--- config.mk ---
export PLATFORM = sky130hd
export DESIGN_NAME = client_keepalive_aging_table_top_flat
export DESIGN_NICKNAME = d
export VERILOG_FILES = /design/src/hw/rtl/ckat_pkg.sv /design/src/hw/rtl/ckat_if.sv /design/src/hw/rtl/ckat_regs.sv /design/src/hw/rtl/ckat_dp.sv /design/src/hw/rtl/ckat_ctrl.sv /design/src/hw/rtl/client_keepalive_aging_table_top.sv /design/src/flat_wrapper.sv
export SDC_FILE = /design/constraint.sdc
export NUM_CORES = 2
export LEC_CHECK = 0
export BUFFER_PORTS_ARGS = -buffer_cell sky130_fd_sc_hd__buf_4
export CAP_MARGIN = 0
export CORE_MARGIN = 2
export CORE_UTILIZATION = 45
export DETAILED_ROUTE_END_ITERATION = 6
export PLACE_DENSITY = 0.69
export SLEW_MARGIN = 30
export SYNTH_ARGS = -nofsm -noshare
export SYNTH_HDL_FRONTEND = slang
export SYNTH_HIERARCHICAL = 1
export SYNTH_SLANG_ARGS = --single-unit
export TNS_END_PERCENT = 100
--- constraint.sdc ---
create_clock -name clk -period 17.3 [get_ports clk]
set_input_delay 1.73 -clock clk [delete_from_list [all_inputs] [get_ports clk]]
set_output_delay 1.73 -clock clk [all_outputs]
set_load 0.02 [all_outputs]
--- src/hw/rtl/ckat_pkg.sv ---
// shared types and constants for the client keepalive aging table
// no dependencies; compiled first

package ckat_pkg;

    localparam int ADDR_W            = 32;
    localparam int PORT_W            = 16;
    localparam int TIME_W            = 32;
    localparam int PADDR_W           = 3;
    localparam int PDATA_W           = 32;
    localparam int TABLE_ENTRIES_DEF = 16;

    localparam logic [TIME_W-1:0] PING_INTERVAL_RST = 32'd500;
    localparam logic [TIME_W-1:0] TIMEOUT_LIMIT_RST = 32'd5000;

    typedef enum logic [2:0] {
        EV_CONNECTED = 3'd0,
        EV_REFRESHED = 3'd1,
        EV_DROPPED   = 3'd2,
        EV_PING      = 3'd3,
        EV_TIMEOUT   = 3'd4,
        EV_DONE      = 3'd5
    } event_t;

    typedef enum logic {
        OP_HEARD = 1'b0,
        OP_SWEEP = 1'b1
    } opcode_t;

    typedef enum logic {
        REG_PING_INTERVAL = 1'b0,
        REG_TIMEOUT_LIMIT = 1'b1
    } reg_idx_t;

    typedef enum logic [2:0] {
        ST_IDLE,
        ST_READ,
        ST_CHECK,
        ST_EMIT,
        ST_FINISH
    } state_t;

    typedef struct packed {
        logic [TIME_W-1:0] ping_interval;
        logic [TIME_W-1:0] timeout_limit;
    } cfg_t;

    typedef struct packed {
        logic [ADDR_W-1:0] addr;
        logic [PORT_W-1:0] port;
        logic [TIME_W-1:0] seen;
    } slot_t;

    typedef struct packed {
        logic   load_item;
        logic   rd_issue;
        logic   idx_inc;
        logic   note_free;
        logic   write_refresh;
        logic   write_new;
        logic   clear_valid;
        logic   emit;
        logic   emit_last;
        event_t emit_ev;
    } cmd_t;

    typedef struct packed {
        logic op_sweep;
        logic cur_valid;
        logic idx_last;
        logic match;
        logic aged_out;
        logic ping_due;
        logic hit;
        logic free_found;
        logic out_free;
    } stat_t;

endpackage

--- src/hw/rtl/ckat_if.sv ---
// stream interfaces for item requests and result events
// depends on ckat_pkg

interface ckat_req_if;
    import ckat_pkg::*;
    logic              valid;
    logic              ready;
    logic              opcode;
    logic [ADDR_W-1:0] client_addr;
    logic [PORT_W-1:0] client_port;
    logic [TIME_W-1:0] now_time;

    modport source (output valid, output opcode, output client_addr, output client_port,
                    output now_time, input ready);
    modport sink   (input valid, input opcode, input client_addr, input client_port,
                    input now_time, output ready);
endinterface

interface ckat_rsp_if;
    import ckat_pkg::*;
    logic              valid;
    logic              ready;
    event_t            event_res;
    logic [ADDR_W-1:0] peer_addr;
    logic [PORT_W-1:0] peer_port;
    logic              last;

    modport source (output valid, output event_res, output peer_addr, output peer_port,
                    output last, input ready);
    modport sink   (input valid, input event_res, input peer_addr, input peer_port,
                    input last, output ready);
endinterface

--- src/hw/rtl/ckat_regs.sv ---
// apb configuration registers: ping interval and timeout limit
// depends on ckat_pkg

module ckat_regs (
    input  logic                           clk,
    input  logic                           rst_n,
    input  logic                           psel,
    input  logic                           penable,
    input  logic                           pwrite,
    input  logic [ckat_pkg::PADDR_W-1:0]   paddr,
    input  logic [ckat_pkg::PDATA_W-1:0]   pwdata,
    output logic [ckat_pkg::PDATA_W-1:0]   prdata,
    output logic                           pready,
    output ckat_pkg::cfg_t                 cfg
);
    import ckat_pkg::*;

    logic [TIME_W-1:0] ping_reg;
    logic [TIME_W-1:0] ping_next;
    logic [TIME_W-1:0] timeout_reg;
    logic [TIME_W-1:0] timeout_next;
    logic              wr_en;
    reg_idx_t          reg_idx;

    assign pready  = 1'b1;
    assign wr_en   = psel && penable && pwrite && pready;
    assign reg_idx = reg_idx_t'(paddr[2]);

    always_comb
    begin
        ping_next    = ping_reg;
        timeout_next = timeout_reg;
        if (wr_en)
        begin
            unique case (reg_idx)
                REG_PING_INTERVAL: ping_next    = pwdata;
                REG_TIMEOUT_LIMIT: timeout_next = pwdata;
                default:           ping_next    = ping_reg;
            endcase
        end
    end

    always_comb
    begin
        unique case (reg_idx)
            REG_PING_INTERVAL: prdata = ping_reg;
            REG_TIMEOUT_LIMIT: prdata = timeout_reg;
            default:           prdata = '0;
        endcase
    end

    always_ff @(posedge clk or negedge rst_n)
    begin
        if (!rst_n)
        begin
            ping_reg    <= PING_INTERVAL_RST;
            timeout_reg <= TIMEOUT_LIMIT_RST;
        end
        else
        begin
            ping_reg    <= ping_next;
            timeout_reg <= timeout_next;
        end
    end

    assign cfg.ping_interval = ping_reg;
    assign cfg.timeout_limit = timeout_reg;

endmodule

--- src/hw/rtl/ckat_dp.sv ---
// datapath: item registers, slot memory, valid bits, age compare, output register
// depends on ckat_pkg; driven by ckat_ctrl commands

module ckat_dp #(
    parameter int TABLE_ENTRIES = ckat_pkg::TABLE_ENTRIES_DEF
) (
    input  logic                          clk,
    input  logic                          rst_n,
    input  ckat_pkg::cmd_t                cmd,
    output ckat_pkg::stat_t               stat,
    input  ckat_pkg::cfg_t                cfg,
    input  logic                          in_opcode,
    input  logic [ckat_pkg::ADDR_W-1:0]   in_addr,
    input  logic [ckat_pkg::PORT_W-1:0]   in_port,
    input  logic [ckat_pkg::TIME_W-1:0]   in_now,
    output logic                          out_valid,
    input  logic                          out_ready,
    output ckat_pkg::event_t              out_event,
    output logic [ckat_pkg::ADDR_W-1:0]   out_addr,
    output logic [ckat_pkg::PORT_W-1:0]   out_port,
    output logic                          out_last
);
    import ckat_pkg::*;

    localparam int IDX_W = (TABLE_ENTRIES > 1) ? $clog2(TABLE_ENTRIES) : 1;
    localparam logic [IDX_W-1:0] IDX_MAX = IDX_W'(TABLE_ENTRIES - 1);

    slot_t mem [TABLE_ENTRIES];

    logic                     op_reg;
    logic [ADDR_W-1:0]        addr_reg;
    logic [PORT_W-1:0]        port_reg;
    logic [TIME_W-1:0]        now_reg;
    slot_t                    rd_reg;
    logic [IDX_W-1:0]         idx_reg;
    logic [IDX_W-1:0]         idx_next;
    logic [IDX_W-1:0]         free_idx_reg;
    logic [IDX_W-1:0]         free_idx_next;
    logic                     free_found_reg;
    logic                     free_found_next;
    logic                     hit_reg;
    logic                     hit_next;
    logic [TABLE_ENTRIES-1:0] valid_reg;
    logic [TABLE_ENTRIES-1:0] valid_next;
    logic                     out_valid_reg;
    logic                     out_valid_next;
    event_t                   out_event_reg;
    logic [ADDR_W-1:0]        out_addr_reg;
    logic [PORT_W-1:0]        out_port_reg;
    logic                     out_last_reg;
    logic [IDX_W-1:0]         wr_idx;
    logic [TIME_W-1:0]        age;
    logic                     out_free;

    // item capture
    always_ff @(posedge clk)
    begin
        if (cmd.load_item)
        begin
            op_reg   <= in_opcode;
            addr_reg <= in_addr;
            port_reg <= in_port;
            now_reg  <= in_now;
        end
    end

    // slot memory, one write and one registered read
    assign wr_idx = cmd.write_new ? free_idx_reg : idx_reg;

    always_ff @(posedge clk)
    begin
        if (cmd.write_new || cmd.write_refresh)
        begin
            mem[wr_idx] <= '{addr: addr_reg, port: port_reg, seen: now_reg};
        end
        if (cmd.rd_issue)
        begin
            rd_reg <= mem[idx_reg];
        end
    end

    always_comb
    begin
        idx_next        = idx_reg;
        free_idx_next   = free_idx_reg;
        free_found_next = free_found_reg;
        hit_next        = hit_reg;
        valid_next      = valid_reg;
        if (cmd.load_item)
        begin
            idx_next        = '0;
            free_found_next = 1'b0;
            hit_next        = 1'b0;
        end
        if (cmd.idx_inc)
        begin
            idx_next = idx_reg + 1'b1;
        end
        if (cmd.note_free && !free_found_reg)
        begin
            free_found_next = 1'b1;
            free_idx_next   = idx_reg;
        end
        if (cmd.write_refresh)
        begin
            hit_next = 1'b1;
        end
        if (cmd.write_new)
        begin
            valid_next[free_idx_reg] = 1'b1;
        end
        if (cmd.clear_valid)
        begin
            valid_next[idx_reg] = 1'b0;
        end
    end

    always_ff @(posedge clk or negedge rst_n)
    begin
        if (!rst_n)
        begin
            idx_reg        <= '0;
            free_idx_reg   <= '0;
            free_found_reg <= 1'b0;
            hit_reg        <= 1'b0;
            valid_reg      <= '0;
        end
        else
        begin
            idx_reg        <= idx_next;
            free_idx_reg   <= free_idx_next;
            free_found_reg <= free_found_next;
            hit_reg        <= hit_next;
            valid_reg      <= valid_next;
        end
    end

    // modular age against the limits
    assign age = now_reg - rd_reg.seen;

    // output register
    assign out_free       = !out_valid_reg || out_ready;
    assign out_valid_next = cmd.emit ? 1'b1 : (out_ready ? 1'b0 : out_valid_reg);

    always_ff @(posedge clk or negedge rst_n)
    begin
        if (!rst_n)
        begin
            out_valid_reg <= 1'b0;
        end
        else
        begin
            out_valid_reg <= out_valid_next;
        end
    end

    always_ff @(posedge clk)
    begin
        if (cmd.emit)
        begin
            out_event_reg <= cmd.emit_ev;
            out_last_reg  <= cmd.emit_last;
            case (cmd.emit_ev) inside
                EV_PING, EV_TIMEOUT:
                begin
                    out_addr_reg <= rd_reg.addr;
                    out_port_reg <= rd_reg.port;
                end
                EV_DONE:
                begin
                    out_addr_reg <= '0;
                    out_port_reg <= '0;
                end
                default:
                begin
                    out_addr_reg <= addr_reg;
                    out_port_reg <= port_reg;
                end
            endcase
        end
    end

    assign out_valid = out_valid_reg;
    assign out_event = out_event_reg;
    assign out_addr  = out_addr_reg;
    assign out_port  = out_port_reg;
    assign out_last  = out_last_reg;

    assign stat.op_sweep   = op_reg;
    assign stat.cur_valid  = valid_reg[idx_reg];
    assign stat.idx_last   = (idx_reg == IDX_MAX);
    assign stat.match      = (rd_reg.addr == addr_reg) && (rd_reg.port == port_reg);
    assign stat.aged_out   = age > cfg.timeout_limit;
    assign stat.ping_due   = age > cfg.ping_interval;
    assign stat.hit        = hit_reg;
    assign stat.free_found = free_found_reg;
    assign stat.out_free   = out_free;

`ifndef NO_ASSERTIONS
    a_emit_into_free: assert property (@(posedge clk) disable iff (!rst_n)
        cmd.emit |-> out_free)
        else $error("result loaded over an untaken result");

    a_new_needs_free: assert property (@(posedge clk) disable iff (!rst_n)
        cmd.write_new |-> (free_found_reg && !valid_reg[free_idx_reg]))
        else $error("new entry written without a free slot");

    a_evict_clears: assert property (@(posedge clk) disable iff (!rst_n)
        cmd.clear_valid |=> !valid_reg[$past(idx_reg)])
        else $error("evicted slot still valid");

    a_refresh_on_match: assert property (@(posedge clk) disable iff (!rst_n)
        cmd.write_refresh |-> (stat.match && valid_reg[idx_reg] && !op_reg))
        else $error("refresh without a matching live entry");
`endif

endmodule

--- src/hw/rtl/ckat_ctrl.sv ---
// controller state machine sequencing lookups, sweeps and result transfers
// depends on ckat_pkg; drives ckat_dp through cmd_t

module ckat_ctrl (
    input  logic             clk,
    input  logic             rst_n,
    input  logic             in_valid,
    output logic             in_ready,
    input  ckat_pkg::stat_t  stat,
    output ckat_pkg::cmd_t   cmd
);
    import ckat_pkg::*;

    state_t state_reg;
    state_t state_next;
    event_t final_ev;

    always_comb
    begin
        if (stat.op_sweep)
        begin
            final_ev = EV_DONE;
        end
        else if (stat.hit)
        begin
            final_ev = EV_REFRESHED;
        end
        else if (stat.free_found)
        begin
            final_ev = EV_CONNECTED;
        end
        else
        begin
            final_ev = EV_DROPPED;
        end
    end

    // next state
    always_comb
    begin
        state_next = state_reg;
        unique case (state_reg)
            ST_IDLE:
            begin
                if (in_valid)
                begin
                    state_next = ST_READ;
                end
            end
            ST_READ:
            begin
                if (stat.cur_valid)
                begin
                    state_next = ST_CHECK;
                end
                else
                begin
                    state_next = stat.idx_last ? ST_FINISH : ST_READ;
                end
            end
            ST_CHECK:
            begin
                if (!stat.op_sweep && stat.match)
                begin
                    state_next = ST_FINISH;
                end
                else if (stat.op_sweep && (stat.aged_out || stat.ping_due))
                begin
                    state_next = ST_EMIT;
                end
                else
                begin
                    state_next = stat.idx_last ? ST_FINISH : ST_READ;
                end
            end
            ST_EMIT:
            begin
                if (stat.out_free)
                begin
                    state_next = stat.idx_last ? ST_FINISH : ST_READ;
                end
            end
            ST_FINISH:
            begin
                if (stat.out_free)
                begin
                    state_next = ST_IDLE;
                end
            end
            default: state_next = ST_IDLE;
        endcase
    end

    // outputs
    always_comb
    begin
        cmd         = '0;
        cmd.emit_ev = EV_DONE;
        in_ready    = 1'b0;
        unique case (state_reg)
            ST_IDLE:
            begin
                in_ready      = 1'b1;
                cmd.load_item = in_valid;
            end
            ST_READ:
            begin
                if (stat.cur_valid)
                begin
                    cmd.rd_issue = 1'b1;
                end
                else
                begin
                    cmd.note_free = !stat.op_sweep;
                    cmd.idx_inc   = !stat.idx_last;
                end
            end
            ST_CHECK:
            begin
                if (!stat.op_sweep && stat.match)
                begin
                    cmd.write_refresh = 1'b1;
                end
                else if (!(stat.op_sweep && (stat.aged_out || stat.ping_due)))
                begin
                    cmd.idx_inc = !stat.idx_last;
                end
            end
            ST_EMIT:
            begin
                if (stat.out_free)
                begin
                    cmd.emit        = 1'b1;
                    cmd.emit_ev     = stat.aged_out ? EV_TIMEOUT : EV_PING;
                    cmd.clear_valid = stat.aged_out;
                    cmd.idx_inc     = !stat.idx_last;
                end
            end
            ST_FINISH:
            begin
                if (stat.out_free)
                begin
                    cmd.emit      = 1'b1;
                    cmd.emit_last = 1'b1;
                    cmd.emit_ev   = final_ev;
                    cmd.write_new = (final_ev == EV_CONNECTED);
                end
            end
            default: in_ready = 1'b0;
        endcase
    end

    always_ff @(posedge clk or negedge rst_n)
    begin
        if (!rst_n)
        begin
            state_reg <= ST_IDLE;
        end
        else
        begin
            state_reg <= state_next;
        end
    end

endmodule

--- src/hw/rtl/client_keepalive_aging_table_top.sv ---
// top level of the client keepalive aging table
// depends on ckat_pkg, ckat_if, ckat_regs, ckat_dp, ckat_ctrl
//
// usage
// req carries one item per transfer: opcode heard (client_addr, client_port,
// now_time) or sweep (now_time only). rsp carries result transfers; last marks
// the final result of an item. a heard item gives exactly one result, a sweep
// gives one timed-out or ping result per aged entry and then a done result.
// items are handled one at a time: the slots are walked in index order,
// a free slot with a valid check only and a live slot with a registered
// memory read, then a compare. a refresh stops at the matching slot. the next
// item can be accepted in the cycle after the final result is loaded.
// req.ready is high only between items.
// rsp holds its result in an output register; while rsp.ready is low the walk
// pauses at the next result and the stored result stays stable.
// reset clears all valid marks and loads ping_interval 500, timeout_limit 5000;
// the apb port (register 0 at 0x0, register 1 at 0x4) is to be written
// only while idle; this binds the user, the block does not enforce it

module client_keepalive_aging_table_top #(
    parameter int TABLE_ENTRIES = ckat_pkg::TABLE_ENTRIES_DEF
) (
    input  logic                          clk,
    input  logic                          rst_n,
    ckat_req_if.sink                      req,
    ckat_rsp_if.source                    rsp,
    input  logic                          psel,
    input  logic                          penable,
    input  logic                          pwrite,
    input  logic [ckat_pkg::PADDR_W-1:0]  paddr,
    input  logic [ckat_pkg::PDATA_W-1:0]  pwdata,
    output logic [ckat_pkg::PDATA_W-1:0]  prdata,
    output logic                          pready
);
    import ckat_pkg::*;

    cfg_t  cfg;
    cmd_t  cmd;
    stat_t stat;

    ckat_regs u_regs (
        .clk     (clk),
        .rst_n   (rst_n),
        .psel    (psel),
        .penable (penable),
        .pwrite  (pwrite),
        .paddr   (paddr),
        .pwdata  (pwdata),
        .prdata  (prdata),
        .pready  (pready),
        .cfg     (cfg)
    );

    ckat_ctrl u_ctrl (
        .clk      (clk),
        .rst_n    (rst_n),
        .in_valid (req.valid),
        .in_ready (req.ready),
        .stat     (stat),
        .cmd      (cmd)
    );

    ckat_dp #(
        .TABLE_ENTRIES (TABLE_ENTRIES)
    ) u_dp (
        .clk       (clk),
        .rst_n     (rst_n),
        .cmd       (cmd),
        .stat      (stat),
        .cfg       (cfg),
        .in_opcode (req.opcode),
        .in_addr   (req.client_addr),
        .in_port   (req.client_port),
        .in_now    (req.now_time),
        .out_valid (rsp.valid),
        .out_ready (rsp.ready),
        .out_event (rsp.event_res),
        .out_addr  (rsp.peer_addr),
        .out_port  (rsp.peer_port),
        .out_last  (rsp.last)
    );

endmodule
--- src/flat_wrapper.sv ---
// flat-port wrapper written by rule: the top's interface ports become plain ports
module client_keepalive_aging_table_top_flat import ckat_pkg::*;
#(
    parameter int TABLE_ENTRIES = ckat_pkg::TABLE_ENTRIES_DEF
)
  (clk, rst_n, psel, penable, pwrite, paddr, pwdata, prdata, pready, req_valid, req_opcode, req_client_addr, req_client_port, req_now_time, req_ready, rsp_valid, rsp_event_res, rsp_peer_addr, rsp_peer_port, rsp_last, rsp_ready);
  ckat_req_if req_i ();
  ckat_rsp_if rsp_i ();
  input  logic clk;
  input  logic rst_n;
  input  logic psel;
  input  logic penable;
  input  logic pwrite;
  input  logic [ckat_pkg::PADDR_W-1:0] paddr;
  input  logic [ckat_pkg::PDATA_W-1:0] pwdata;
  output logic [ckat_pkg::PDATA_W-1:0] prdata;
  output logic pready;
  input wire logic [$bits(req_i.valid)-1:0] req_valid;
  input wire logic [$bits(req_i.opcode)-1:0] req_opcode;
  input wire logic [$bits(req_i.client_addr)-1:0] req_client_addr;
  input wire logic [$bits(req_i.client_port)-1:0] req_client_port;
  input wire logic [$bits(req_i.now_time)-1:0] req_now_time;
  output wire logic [$bits(req_i.ready)-1:0] req_ready;
  output wire logic [$bits(rsp_i.valid)-1:0] rsp_valid;
  output wire logic [$bits(rsp_i.event_res)-1:0] rsp_event_res;
  output wire logic [$bits(rsp_i.peer_addr)-1:0] rsp_peer_addr;
  output wire logic [$bits(rsp_i.peer_port)-1:0] rsp_peer_port;
  output wire logic [$bits(rsp_i.last)-1:0] rsp_last;
  input wire logic [$bits(rsp_i.ready)-1:0] rsp_ready;
  assign req_i.valid = req_valid;
  assign req_i.opcode = req_opcode;
  assign req_i.client_addr = req_client_addr;
  assign req_i.client_port = req_client_port;
  assign req_i.now_time = req_now_time;
  assign req_ready = req_i.ready;
  assign rsp_valid = rsp_i.valid;
  assign rsp_event_res = rsp_i.event_res;
  assign rsp_peer_addr = rsp_i.peer_addr;
  assign rsp_peer_port = rsp_i.peer_port;
  assign rsp_last = rsp_i.last;
  assign rsp_i.ready = rsp_ready;
  client_keepalive_aging_table_top #(.TABLE_ENTRIES(TABLE_ENTRIES)) u_core (.clk(clk), .rst_n(rst_n), .req(req_i), .rsp(rsp_i), .psel(psel), .penable(penable), .pwrite(pwrite), .paddr(paddr), .pwdata(pwdata), .prdata(prdata), .pready(pready));
endmodule
---- Word level (Yosys, flattened, before mapping) ----
Memory sizes are Yosys's and may differ from the RTL's. A register that Yosys moved wholly into a read port is not among the register bits.
Index checks and enable logic that the tools add are counted.
storage, ports and cells
  word-level logic and storage cells ...... 123
  RAM bits ................................ 1280
  output and inout port bits .............. 87
  flip-flop bits (word level) ............. 227
  memories ................................ 1
  input bits .............................. 123
memories
  memory           depth  bits a word  read ports  clocked after Yosys merged registers in  wr ports  RTL line       source
  u_core.u_dp.mem  16     80           1           1                                        1         ckat_dp.sv:28  slot_t mem [TABLE_ENTRIES];
operators by class
  muxes and demuxes ....................... 55
  reduce and logical (&&, ||, !) cells .... 25
  $add $sub $neg .......................... 2
  bitwise gates (word level) .............. 4
  order comparisons ....................... 6
  equal/unequal tests ..................... 13
operator list
  operator                                                                       count
  32-bit greater-than comparator                                                 2
  16-bit 2-to-1 mux                                                              4
  32-bit 2-to-1 mux                                                              2
  32-bit case mux with 2 select lines                                            1
  32-bit == test                                                                 1
  32-bit subtractor                                                              1
  3-bit 2-to-1 mux                                                               10
  1-bit 2-to-1 mux                                                               23
  16-bit AND                                                                     1
  16-bit == test                                                                 1
  16-bit NOT                                                                     1
  16-bit bitwise OR                                                              1
  3-bit case mux with 5 select lines                                             1
  4-bit 2-to-1 mux                                                               3
  4-bit by 5-bit less-than comparator with 1-bit output (second input constant)  2
  3-bit by 2-bit == test with 1-bit output (second input constant)               3
  3-bit == test (second input constant)                                          3
  1-bit demux with 4-bit select                                                  2
  4-bit by 1-bit >= comparator with 1-bit output (second input constant)         2
  1-bit logical AND                                                              8
  2-bit 2-to-1 mux                                                               4
  2-bit nonzero test                                                             4
  3-bit logical NOT                                                              2
  2-bit inequality test (second input constant)                                  3
  14 further kinds                                                               20

---- Logic depth before layout (Yosys ltp) ----
  depth in word-level cells ............... 9
  mapped depth ............................ 26
  mapped depth without buffers ............ 25

---- Modules after synthesis ----
Netlist, hierarchy kept.
by module, submodules not included
  module     cells an instance  area an instance (sq um)  times used  seq. area each (sq um)
  ckat_dp    2840               60335.4                   1           45508.6
  ckat_regs  174                2925.3                    1           1615.3
  ckat_ctrl  53                 400.4                     1           75.1

---- Least setup slack after synthesis ----
No wires, ideal clock.
  path type ............................... input-to-reg
  from .................................... in rsp_ready
  to ...................................... mem u_core/u_dp/mem[0][0] in the netlist's numbering (enable)
  path slack .............................. 10192 ps
  library setup time ...................... 519 ps
  required time ........................... 16781 ps
  arrival ................................. 6589 ps
  path buffers ............................ 2
  stages .................................. 8
  cell sequence ........................... nand2b_1 buf_4 nand4bb_1 nor4_1 clkbuf_1 nor3b_1 a31oi_1 nor2_1
RTL lines
  item         RTL line            source
  from (decl)  flat_wrapper.sv:29  input wire logic [$bits(rsp_i.ready)-1:0] rsp_ready;
  to (decl)    ckat_dp.sv:28

==> flow_summary.json <==
{
  "path_cells": "ha_1 > nand4_1 > nor3b_1 > nand2_1 > a211oi_2 > o211ai_2 > nor4b_1 > a311oi_1 > ha_1 > nand4_1 > nor4_1 > o41ai_1 > a22oi_1 > a41oi_1 > nor2_1 > nand2_1 > o21ai_4 > buf_4 > nand2_1 > nand2_1",
  "maxSlewHeadroom": 0.315,
  "cap_violations": 0,
  "power_density_nw_per_um2": 139,
  "clock_latency_ps": 780,
  "power_frac_comb": 0.214,
  "cts_tree": "yes",
  "yosys_warnings": 6,
  "finalWirelength_um": 148000,
  "hp-class": "reg2reg",
  "fin_skew_ps": 27.1,
  "irDropWorstVdd_mv": 0.0904,
  "placed_area_um2": 67700,
  "syn_area_um2": 63700,
  "die_w_um": 380,
  "vias": 31400,
  "initial_core_util": 0.451,
  "grt_setup_unrepaired": "no",
  "crit_family": "simple AND/OR/NAND/NOR gates",
  "crit_required_ps": 17900,
  "final_net_count": 3579,
  "stdcell_area_um2": 72800,
  "drc": 0,
  "status": "completed",
  "final_common_cell": "edfxtp_1",
  "post-route-util": 0.516,
  "timing.fmax_ghz": 0.143,
  "largest_reg_flops": 1280,
  "slew_violations": 0,
  "cts.repair.resized": 0,
  "post-route-period-util": 0.405,
  "synthCells": 3067,
  "drt_iter0_markers": 3745,
  "synth_cell_type_count": 78,
  "clock_sinks": 1587,
  "leakage_nw": 24.5,
  "worstPathMaxFanout": 48,
  "numCtsBuffers": 155,
  "async_flop_share": 0.0592,
  "syn_to_final_growth_pct": 14.3,
  "h-tree-depth": 4,
  "clock_path_buffers": 3,
  "post-cts-setup-buffer-count": 0,
  "wl_per_cell_um": 27.5,
  "finalWeightedCongestion": 0.817,
  "hold-worst-slack_ps": 525,
  "port_buffers": 206,
  "io_pins": 210,
  "grt_use_total": 0.205,
  "syn_nets": 3290,
  "fp.coreArea_um2": 141000,
  "switchingPower_mw": 2.68,
  "worstSetupPathType": "reg2reg",
  "ys_ff_latch": 1587,
  "grt_overflow": 0,
  "tns_ps": 0,
  "cpMaxStageDelayCell": "edfxtp_1",
  "grt_pass1_vias": 31500,
  "fillers": 10900,
  "post-dp-hpwl_um": 80400,
  "max_stage_delay_ps": 680,
  "seq_area_frac_synth": 0.741,
  "r2r_cells": 20,
  "p_clk_frac": 0.323,
  "setup_viol": 0,
  "period_minus_slack_ps": 7000,
  "layout_common_cells": "1493 x edfxtp_1, 405 x mux4_2, 246 x buf_4, 159 x clkbuf_16, 125 x nand2_1",
  "die_area_um2": 144000,
  "crit_path_frequent_cell": "nand2_1",
  "ant_nets": 0,
  "worst_slew_pin_slew_ps": 1030,
  "grt_max_degree": 152,
  "hold_viol": 0,
  "clkTransAtPathRegs_ps": 60,
  "path_buf_inv": 1,
  "seq_power_share": 0.463,
  "worst-endpoint-arrival_ps": 7600,
  "antenna_found_initial": 3,
  "crit_cells": 20,
  "die_h_um": 380,
  "viasPerCell": 5.85,
  "num_rows": 138,
  "grt_pass1_wl_um": 216000,
  "critPathLaunchType": "flip-flop",
  "ys.flop_type": "edfxtp_1",
  "first_pass_iters": 5,
  "hold-path-cell-count": 1,
  "cts-root-buf": "clkbuf_16",
  "ctsHoldBuffers": 0,
  "syn_avg_cell_area_um2": 20.8,
  "drive_gt1_frac": 0.304,
  "synth-edff-count": 1493,
  "endpoint_kind": "flip-flop",
  "internal_power_mw": 7.43,
  "p_sw_frac": 0.265
}
logic make-up after synthesis:
| family | after synthesis | share of synthesized area |
|---|---|---|
| AND/OR/NAND/NOR | 348 | 0.0268 |
| flip-flops | 1587 | 0.741 |
| XOR/XNOR | 76 | 0.0105 |
| AO/OA/AOI/OAI | 207 | 0.0226 |
| multiplexers | 507 | 0.163 |
| other | 1 | 0.0000589 |
| buffers and inverters | 241 | 0.0159 |
| adder cells (fa/ha/maj) | 100 | 0.0198 |
metal layers:
metal	track usage	share of wire
met5	0	0.00024
met1	0.294	0.41
met4	0.0534	0.020
met2	0.321	0.48
met3	0.0429	0.091
synthesized netlist by cell type, types with 11 or more instances:
master / count / area share
mux2_4: 30 / 0.0071
nand3_1: 60 / 0.0047
o21ai_0: 28 / 0.0022
nand4_1: 19 / 0.0019
a21o_1: 42 / 0.0050
edfxtp_1: 1493 / 0.70
ha_1: 99 / 0.019
nor2b_1: 17 / 0.0017
dfrtp_1: 83 / 0.033
xnor2_1: 16 / 0.0022
dfstp_2: 11 / 0.0045
nand2b_1: 14 / 0.0014
mux4_2: 405 / 0.14
clkbuf_1: 77 / 0.0045
buf_2: 43 / 0.0034
inv_1: 105 / 0.0062
nand2_1: 125 / 0.0074
a31oi_1: 20 / 0.0020
mux2_2: 68 / 0.012
xor2_1: 60 / 0.0083
a21oi_1: 57 / 0.0045
nor3_1: 12 / 0.00094
nor2_1: 51 / 0.0030
nor4_1: 15 / 0.0015
layout make-up:
cell class / count / area (um2) / share of cell area
clock buffer: 184 / 4070 / 0.0560
antenna: 1 / 2.50 / 0.0000344
inverter: 105 / 394 / 0.00542
sequential: 1587 / 47200 / 0.649
tap: 1890 / 2360 / 0.0325
multi-input combinational: 1239 / 15600 / 0.215
clock inverter: 104 / 843 / 0.0116
timing repair buffer: 268 / 2250 / 0.0309
final timing paths:
check                                        startpoint                            to  slack (ps)
max in group asynchronous                         rst_n        u_core/u_dp/idx_reg[0]       15420
min in group asynchronous                         rst_n    u_core/u_regs/ping_reg[23]         840
max reg2reg                     u_core/u_dp/now_reg[13]       u_core/u_dp/out_port[2]       10300
max                             u_core/u_dp/now_reg[13]       u_core/u_dp/out_port[2]       10300
min reg2reg                u_core/u_regs/timeout_reg[5]  u_core/u_regs/timeout_reg[5]         530
min                        u_core/u_regs/timeout_reg[5]  u_core/u_regs/timeout_reg[5]         530
through the flow:
step	cells	total power, mW	setup WS, ps
final	5378	10.1	10300
after CTS	5373	10.2	10240
after floorplan	3067	6.35	10190
after detailed placement	5085	6.94	10330
after global placement	5080	6.88	10350
after global routing	5377	10.5	9720
power groups by stage:
stage                     combinational (mW)  sequential (mW)  clock, mW
after floorplan                         1.73             4.62          0
after global placement                  2.08             4.80          0
after detailed placement                2.16             4.78          0
after CTS                               2.17             4.70       3.32
after global routing                    2.33             4.71       3.48
final                                   2.16             4.68       3.26
(Power assumes the default switching activity.)
